<file path="src/hw/rtl/mactp_pkg.sv">
// Package with constants, types and character helpers for the MAC address text parser.
`timescale 1ns / 1ps
`default_nettype none

package mactp_pkg;

  localparam int unsigned CharW  = 8;
  localparam int unsigned MacW   = 48;
  localparam int unsigned CountW = 5;
  localparam int unsigned DigitW = 4;

  localparam logic [CountW-1:0] CountMax     = 5'd31;
  localparam logic [CountW-1:0] CompactLen   = 5'd12;
  localparam logic [CountW-1:0] SeparatedLen = 5'd17;
  localparam logic [CountW-1:0] FirstSepPos  = 5'd2;

  localparam logic [CharW-1:0] SepColon = 8'h3A;
  localparam logic [CharW-1:0] SepDash  = 8'h2D;

  typedef enum logic [1:0] {
    TrimLead = 2'd0,
    TrimBody = 2'd1,
    TrimTail = 2'd2
  } trim_phase_e;

  typedef struct packed {
    logic              is_hex;
    logic [DigitW-1:0] value;
  } hex_digit_t;

  function automatic logic is_blank(input logic [CharW-1:0] c);
    return (c == 8'h20) || ((c >= 8'h09) && (c <= 8'h0D));
  endfunction

  function automatic hex_digit_t hex_digit(input logic [CharW-1:0] c);
    hex_digit_t r;
    r.is_hex = 1'b0;
    r.value  = '0;
    if ((c >= 8'h30) && (c <= 8'h39)) begin
      r.is_hex = 1'b1;
      r.value  = c[DigitW-1:0];
    end else if (((c >= 8'h61) && (c <= 8'h66)) || ((c >= 8'h41) && (c <= 8'h46))) begin
      r.is_hex = 1'b1;
      r.value  = DigitW'(c[2:0] + 3'd1) + 4'd8;
    end
    return r;
  endfunction

  function automatic logic is_sep_pos(input logic [CountW-1:0] p);
    return (p == 5'd2) || (p == 5'd5) || (p == 5'd8) || (p == 5'd11) || (p == 5'd14);
  endfunction

endpackage

`default_nettype wire

</file>
<file path="src/hw/rtl/mac_address_text_parser.sv">
// Top level of the MAC address text parser: character input stage, parse state and result register.
`timescale 1ns / 1ps
`default_nettype none

// Takes one ASCII character per request, tlast on the final one, and returns one result per
// string: the 48-bit address with the first text digit most significant, plus an ok flag in
// tuser (the address reads zero when the flag is clear). Leading and trailing whitespace is
// skipped; accepted are 12 hex digits, or 17 characters with one ':' or '-' separator repeated
// at every third position. One character is accepted every cycle unless the input side is held;
// a result passes through one input register and then one result register. Only a
// stalled result with a further final character waiting holds the input side.
module mac_address_text_parser
  import mactp_pkg::*;
(
  input  wire logic             clk_i,
  input  wire logic             rst_ni,
  input  wire logic             s_axis_tvalid_i,
  output logic                  s_axis_tready_o,
  input  wire logic [CharW-1:0] s_axis_tdata_i,   // [7:0] char_code
  input  wire logic             s_axis_tlast_i,   // last_char
  output logic                  m_axis_tvalid_o,
  input  wire logic             m_axis_tready_i,
  output logic [MacW-1:0]       m_axis_tdata_o,   // [47:0] mac_value
  output logic                  m_axis_tuser_o    // [0] mac_ok
);

  logic             in_valid_q;
  logic [CharW-1:0] in_char_q;
  logic             in_last_q;

  trim_phase_e       trim_q, trim_d;
  logic [CountW-1:0] count_q, count_d;
  logic              compact_ok_q, compact_ok_d;
  logic              sep_ok_q, sep_ok_d;
  logic [CharW-1:0]  sep_char_q, sep_char_d;
  logic [MacW-1:0]   acc_q, acc_d;

  logic            out_valid_q;
  logic [MacW-1:0] out_mac_q, out_mac_d;
  logic            out_ok_q, out_ok_d;

  logic       out_free;
  logic       step;
  logic       blank;
  hex_digit_t digit;
  logic       result_ok;

  assign out_free        = !out_valid_q || m_axis_tready_i;
  assign step            = in_valid_q && (!in_last_q || out_free);
  assign s_axis_tready_o = !in_valid_q || step;

  assign blank = is_blank(in_char_q);
  assign digit = hex_digit(in_char_q);

  always_comb begin
    trim_d       = trim_q;
    count_d      = count_q;
    compact_ok_d = compact_ok_q;
    sep_ok_d     = sep_ok_q;
    sep_char_d   = sep_char_q;
    acc_d        = acc_q;
    if (blank) begin
      if (trim_q == TrimBody) begin
        trim_d = TrimTail;
      end
    end else begin
      if (trim_q == TrimTail) begin
        compact_ok_d = 1'b0;
        sep_ok_d     = 1'b0;
      end
      trim_d = TrimBody;
      if (!digit.is_hex) begin
        compact_ok_d = 1'b0;
      end else begin
        acc_d = {acc_q[MacW-DigitW-1:0], digit.value};
      end
      if (count_q < SeparatedLen) begin
        if (is_sep_pos(count_q)) begin
          if (count_q == FirstSepPos) begin
            if ((in_char_q != SepColon) && (in_char_q != SepDash)) begin
              sep_ok_d = 1'b0;
            end
            sep_char_d = in_char_q;
          end else if (in_char_q != sep_char_q) begin
            sep_ok_d = 1'b0;
          end
        end else if (!digit.is_hex) begin
          sep_ok_d = 1'b0;
        end
      end
      if (count_q < CountMax) begin
        count_d = count_q + 5'd1;
      end
    end
  end

  assign result_ok = ((count_d == CompactLen) && compact_ok_d) ||
                     ((count_d == SeparatedLen) && sep_ok_d);
  assign out_mac_d = result_ok ? acc_d : '0;
  assign out_ok_d  = result_ok;

  always_ff @(posedge clk_i or negedge rst_ni) begin
    if (!rst_ni) begin
      in_valid_q <= 1'b0;
    end else if (s_axis_tready_o) begin
      in_valid_q <= s_axis_tvalid_i;
    end
  end

  always_ff @(posedge clk_i) begin
    if (s_axis_tready_o && s_axis_tvalid_i) begin
      in_char_q <= s_axis_tdata_i;
      in_last_q <= s_axis_tlast_i;
    end
  end

  always_ff @(posedge clk_i or negedge rst_ni) begin
    if (!rst_ni) begin
      trim_q       <= TrimLead;
      count_q      <= '0;
      compact_ok_q <= 1'b1;
      sep_ok_q     <= 1'b1;
      sep_char_q   <= '0;
      acc_q        <= '0;
    end else if (step) begin
      if (in_last_q) begin
        trim_q       <= TrimLead;
        count_q      <= '0;
        compact_ok_q <= 1'b1;
        sep_ok_q     <= 1'b1;
        sep_char_q   <= '0;
        acc_q        <= '0;
      end else begin
        trim_q       <= trim_d;
        count_q      <= count_d;
        compact_ok_q <= compact_ok_d;
        sep_ok_q     <= sep_ok_d;
        sep_char_q   <= sep_char_d;
        acc_q        <= acc_d;
      end
    end
  end

  always_ff @(posedge clk_i or negedge rst_ni) begin
    if (!rst_ni) begin
      out_valid_q <= 1'b0;
    end else if (step && in_last_q) begin
      out_valid_q <= 1'b1;
    end else if (m_axis_tready_i) begin
      out_valid_q <= 1'b0;
    end
  end

  always_ff @(posedge clk_i) begin
    if (step && in_last_q) begin
      out_mac_q <= out_mac_d;
      out_ok_q  <= out_ok_d;
    end
  end

  assign m_axis_tvalid_o = out_valid_q;
  assign m_axis_tdata_o  = out_mac_q;
  assign m_axis_tuser_o  = out_ok_q;

`ifndef ASSERT_OFF
  a_bad_result_zero: assert property (@(posedge clk_i) disable iff (!rst_ni)
    m_axis_tvalid_o && !m_axis_tuser_o |-> m_axis_tdata_o == '0)
    else $error("rejected address carries nonzero data");

  a_empty_is_lead: assert property (@(posedge clk_i) disable iff (!rst_ni)
    count_q == '0 |-> trim_q == TrimLead)
    else $error("trim phase left lead with no content counted");

  a_clear_after_last: assert property (@(posedge clk_i) disable iff (!rst_ni)
    step && in_last_q |=> count_q == '0 && trim_q == TrimLead && compact_ok_q && sep_ok_q)
    else $error("parse state not cleared after final character");

  a_input_hold: assert property (@(posedge clk_i) disable iff (!rst_ni)
    in_valid_q && !step |=> in_valid_q && $stable(in_char_q) && $stable(in_last_q))
    else $error("held input character changed");

  a_no_overwrite: assert property (@(posedge clk_i) disable iff (!rst_ni)
    out_valid_q && !m_axis_tready_i |-> !(step && in_last_q))
    else $error("pending result overwritten");
`endif

endmodule

`default_nettype wire

</file>
<file path="config.mk">
export PLATFORM = sky130hd
export DESIGN_NAME = mac_address_text_parser
export DESIGN_NICKNAME = d
export VERILOG_FILES = /design/src/hw/rtl/mactp_pkg.sv /design/src/hw/rtl/mac_address_text_parser.sv
export SDC_FILE = /design/constraint.sdc
export NUM_CORES = 1
export LEC_CHECK = 0
export BUFFER_PORTS_ARGS = -buffer_cell sky130_fd_sc_hd__buf_4
export CAP_MARGIN = 20
export CORE_MARGIN = 1.5
export CORE_UTILIZATION = 60
export CTS_CLUSTER_SIZE = 14
export DETAILED_ROUTE_END_ITERATION = 6
export GPL_ROUTABILITY_DRIVEN = 0
export GPL_TIMING_DRIVEN = 0
export PLACE_DENSITY_LB_ADDON = 0.08
export SLEW_MARGIN = 30
export SYNTH_ARGS = -nofsm -noshare
export SYNTH_HDL_FRONTEND = slang
export SYNTH_SLANG_ARGS = --single-unit
</file>
<file path="constraint.sdc">
create_clock -name clk_i -period 4.8 [get_ports clk_i]
set_input_delay 0.48 -clock clk_i [delete_from_list [all_inputs] [get_ports clk_i]]
set_output_delay 0.48 -clock clk_i [all_outputs]
set_load 0.01 [all_outputs]
</file>
==> metrics.yaml <==
outcome:
  outcome: "complete, no violations"
global_routing:
  grt_overflow: 0
  grt_max_degree: 68
  grt_pass1_vias: 4505
  antenna_found_initial: 0
  grt_pass1_wl_um: 22900
  grt_use_total: 0.269
worst_setup_path:
  end_kind: "flip-flop"
  required_ns: 5.12
  timing.rr.start: "count_q[0]$_DFFE_PN0P_"
  worstPathArrival_ns: 3.68
  path_max_fanout: 10
  cp_slowest_stage_delay_ns: 0.36
  crit_type: "flip-flop to flip-flop"
  cp-start-kind: "flip-flop"
  path_cells: "clkbuf_1 > inv_1 > ha_1 > or3_1 > a221o_1 > a221oi_1 > nand3_1 > buf_2 > a211oi_1"
  r2r-end: "m_axis_tdata_o[3]$_SDFFCE_PN0P_"
  crit_slowest_cell: "dfrtp_1"
  rrSetupSlack_ns: 1.44
  rr_worst_depth: 9
floorplanning:
  core-area_um2: 10200
  row_count: 37
  die_y_um: 105
  ios: 64
  die_area_um2: 11000
  die_x_um: 105
  initial_core_util: 0.610
logic_synthesis:
  yosysMostFrequentCell: "nand2_1"
  synth_edf_count: 58
  ys_seq_area_frac: 0.548
  ys.warnings.count: 0
  async_flop_share: 0.536
  synthXorXnorAreaFrac: 0.0140
  synth-adder-area-share: 0.0180
  ys_seq_elements: 125
  ys.flop_type: "dfrtp_1"
  synth_top_family_by_area: "compound AO/OA/AOI/OAI gates"
  yosysTopAreaCellShare: 0.279
  synth_area_leaders: "edfxtp_1 (28%), dfrtp_1 (26%), mux2i_1 (7.5%)"
  postSynthNetCount: 600
  synth_compound_area_frac: 0.204
  synthSimpleGateAreaFrac: 0.0950
  synth.area.mux_share: 0.0771
  syn_inst: 578
  syn_avg_cell_area_um2: 10.8
  syn_area_um2: 6240
  netlist_top_cells_count: "nand2_1 (69), dfrtp_1 (65), a21oi_1 (59)"
  ys_types: 60
  synth_area_leader_cell: "edfxtp_1"
power_and_ir_drop:
  power.density_nw_per_um2: 386
  finalPower_w: 0.00288
  p_leak_nw: 3.14
  vdd_drop_max_mv: 0.246
timing:
  fmaxAchievable_ghz: 0.297
  relSlewSlack: 0.422
  layout_min_cycle_time_ns: 3.36
  setup_tns_ns: 0
  maxSlewViolCount: 0
  min_period_over_period: 0.700
  clock_skew_ns: 0.00650
  hold_viol_final: 0
  worst_slew_pin_slew_ns: 0.866
  finalSetupViolCount: 0
  setup_ws_ns: 1.44
  rsz0062_at_grt: "false"
clocking:
  cts_hold_buffers: 0
  cts_made_buffers: 17
  post_cts_resized: 0
  clock_latency_ns: 0.53
  clkSinkCount: 125
  clock-root-buffer: "clkbuf_8"
  htreeDepth: 4
  cts_tree: "yes"
  postCtsSetupRepairBufs: 0
  path_clk_slew_ns: 0.06
  clock_path_buffers: 2
placement:
  place_hpwl_um: 9320
  dpl_cell_area_um2: 6910
  post-place-ws_ns: 1.54
  io_buffers: 63
route:
  ant_nets: 0
  drtIter0Drc: 325
  viasPerCell: 6.14
  drc: 0
  drt-pass1-iter-count: 5
  wl_um: 14100
  vias: 4967
  post_drt_wl_per_cell_um: 17.5
cells_and_area:
  final_net_count: 683
  syn2layout_area_growth_pct: 19.5
  drive_gt1_frac: 0.172
  post-route-cell-area_um2: 7460
  final_util: 0.729
  num_antenna_cells: 0
flow_run:
  max-cap-violations: 0
worst_hold_path:
  holdCritPathClass: "input port to async pin"
==> cells by family (layout without fill, tap and decap cells) <==
logic type | after synthesis | count (layout)
fa+ha+maj | 9 | 9
buf+inv | 55 | 150
simple gates | 125 | 125
flops | 125 | 125
compound gates | 206 | 206
mux | 48 | 48
xor+xnor | 10 | 10
==> routing by layer <==
metal  up-vias  routed length, um  GRT usage
met5         -                  0          0
met3        21                896     0.0605
li1       2328                  -          -
met2       205               6910      0.434
met4         0                231     0.0890
met1      2413               6090      0.363
==> layout by cell type, fill, tap and decap left out, types with 3 or more instances in the layout <==
master and instances:
clkinv_1 6, o21ai_0 26, buf_2 7, clkbuf_16 16, or3_1 3, a22oi_1 53
o21ai_1 40, bufinv_16 3, edfxtp_1 58, buf_4 69, and2_1 3, nand2b_1 4
inv_1 8, nand4_1 3, clkbuf_1 30, and3_1 3, xor2_1 9, nand2_1 69
a31oi_1 3, ha_1 9, nand3_1 6, dfrtp_1 65, nor3_1 6, nor2_1 15
buf_6 5, a21oi_1 59, mux2i_1 47
==> through the flow <==
| stage | cells | hold WS (ns) |
|---|---|---|
| floorplan | 578 | 0.184 |
| global placement | 777 | 0.484 |
| detailed placement | 778 | 0.485 |
| CTS | 809 | 0.0907 |
| global route | 809 | 0.111 |
| finish | 809 | 0.0591 |
==> power breakdown <==
part           switching, W  internal [W]  total [W]
logic              0.000216      0.000155   0.000371
clock network      0.000438      0.000776    0.00121
registers         0.0000849       0.00121    0.00130
==> sequential cells by signal, summed over array words and instances (netlist names) <==
register         count
count_q              5
in_last_q            1
in_char_q            8
m_axis_tdata_o      48
m_axis_tvalid_o      1
trim_q               2
sep_char_q           8
m_axis_tuser_o       1
in_valid_q           1
acc_q               48
compact_ok_q         1
sep_ok_q             1
==> worst max path at each step <==
stage               slack (ns)              startpoint                          endpoint  cells after the start
CTS                       1.50  in_char_q[0]$_DFFE_PP_  m_axis_tdata_o[23]$_SDFFCE_PN0P_                      9
global route              1.32  in_char_q[0]$_DFFE_PP_  m_axis_tdata_o[25]$_SDFFCE_PN0P_                      9
floorplan                 2.19  in_char_q[0]$_DFFE_PP_  m_axis_tdata_o[28]$_SDFFCE_PN0P_                     10
finish                    1.44  count_q[0]$_DFFE_PN0P_   m_axis_tdata_o[3]$_SDFFCE_PN0P_                      9
global placement          1.40     in_last_q$_DFFE_PP_   m_axis_tdata_o[2]$_SDFFCE_PN0P_                      7
detailed placement        1.54  in_char_q[0]$_DFFE_PP_  m_axis_tdata_o[23]$_SDFFCE_PN0P_                      9
==> area by class of cell <==
type	instances	area, um^2
Multi-Input combinational cell	398	2550
Fill cell	733	2770
Clock inverter	11	126
Tap cell	136	170
Sequential cell	125	3420
Clock buffer	20	425
Buffer	46	241
Timing Repair Buffer	64	493
Inverter	9	33.8
==> worst max-delay path: cells and delay by family (launching register included) <==
kind / cells / cell delay, ns
fa+ha+maj: 1 / 0.36
flops: 1 / 0.36
buf+inv: 3 / 0.78
simple gates: 2 / 0.70
compound gates: 3 / 0.93
Note: power is estimated with default switching activity, not from simulation.
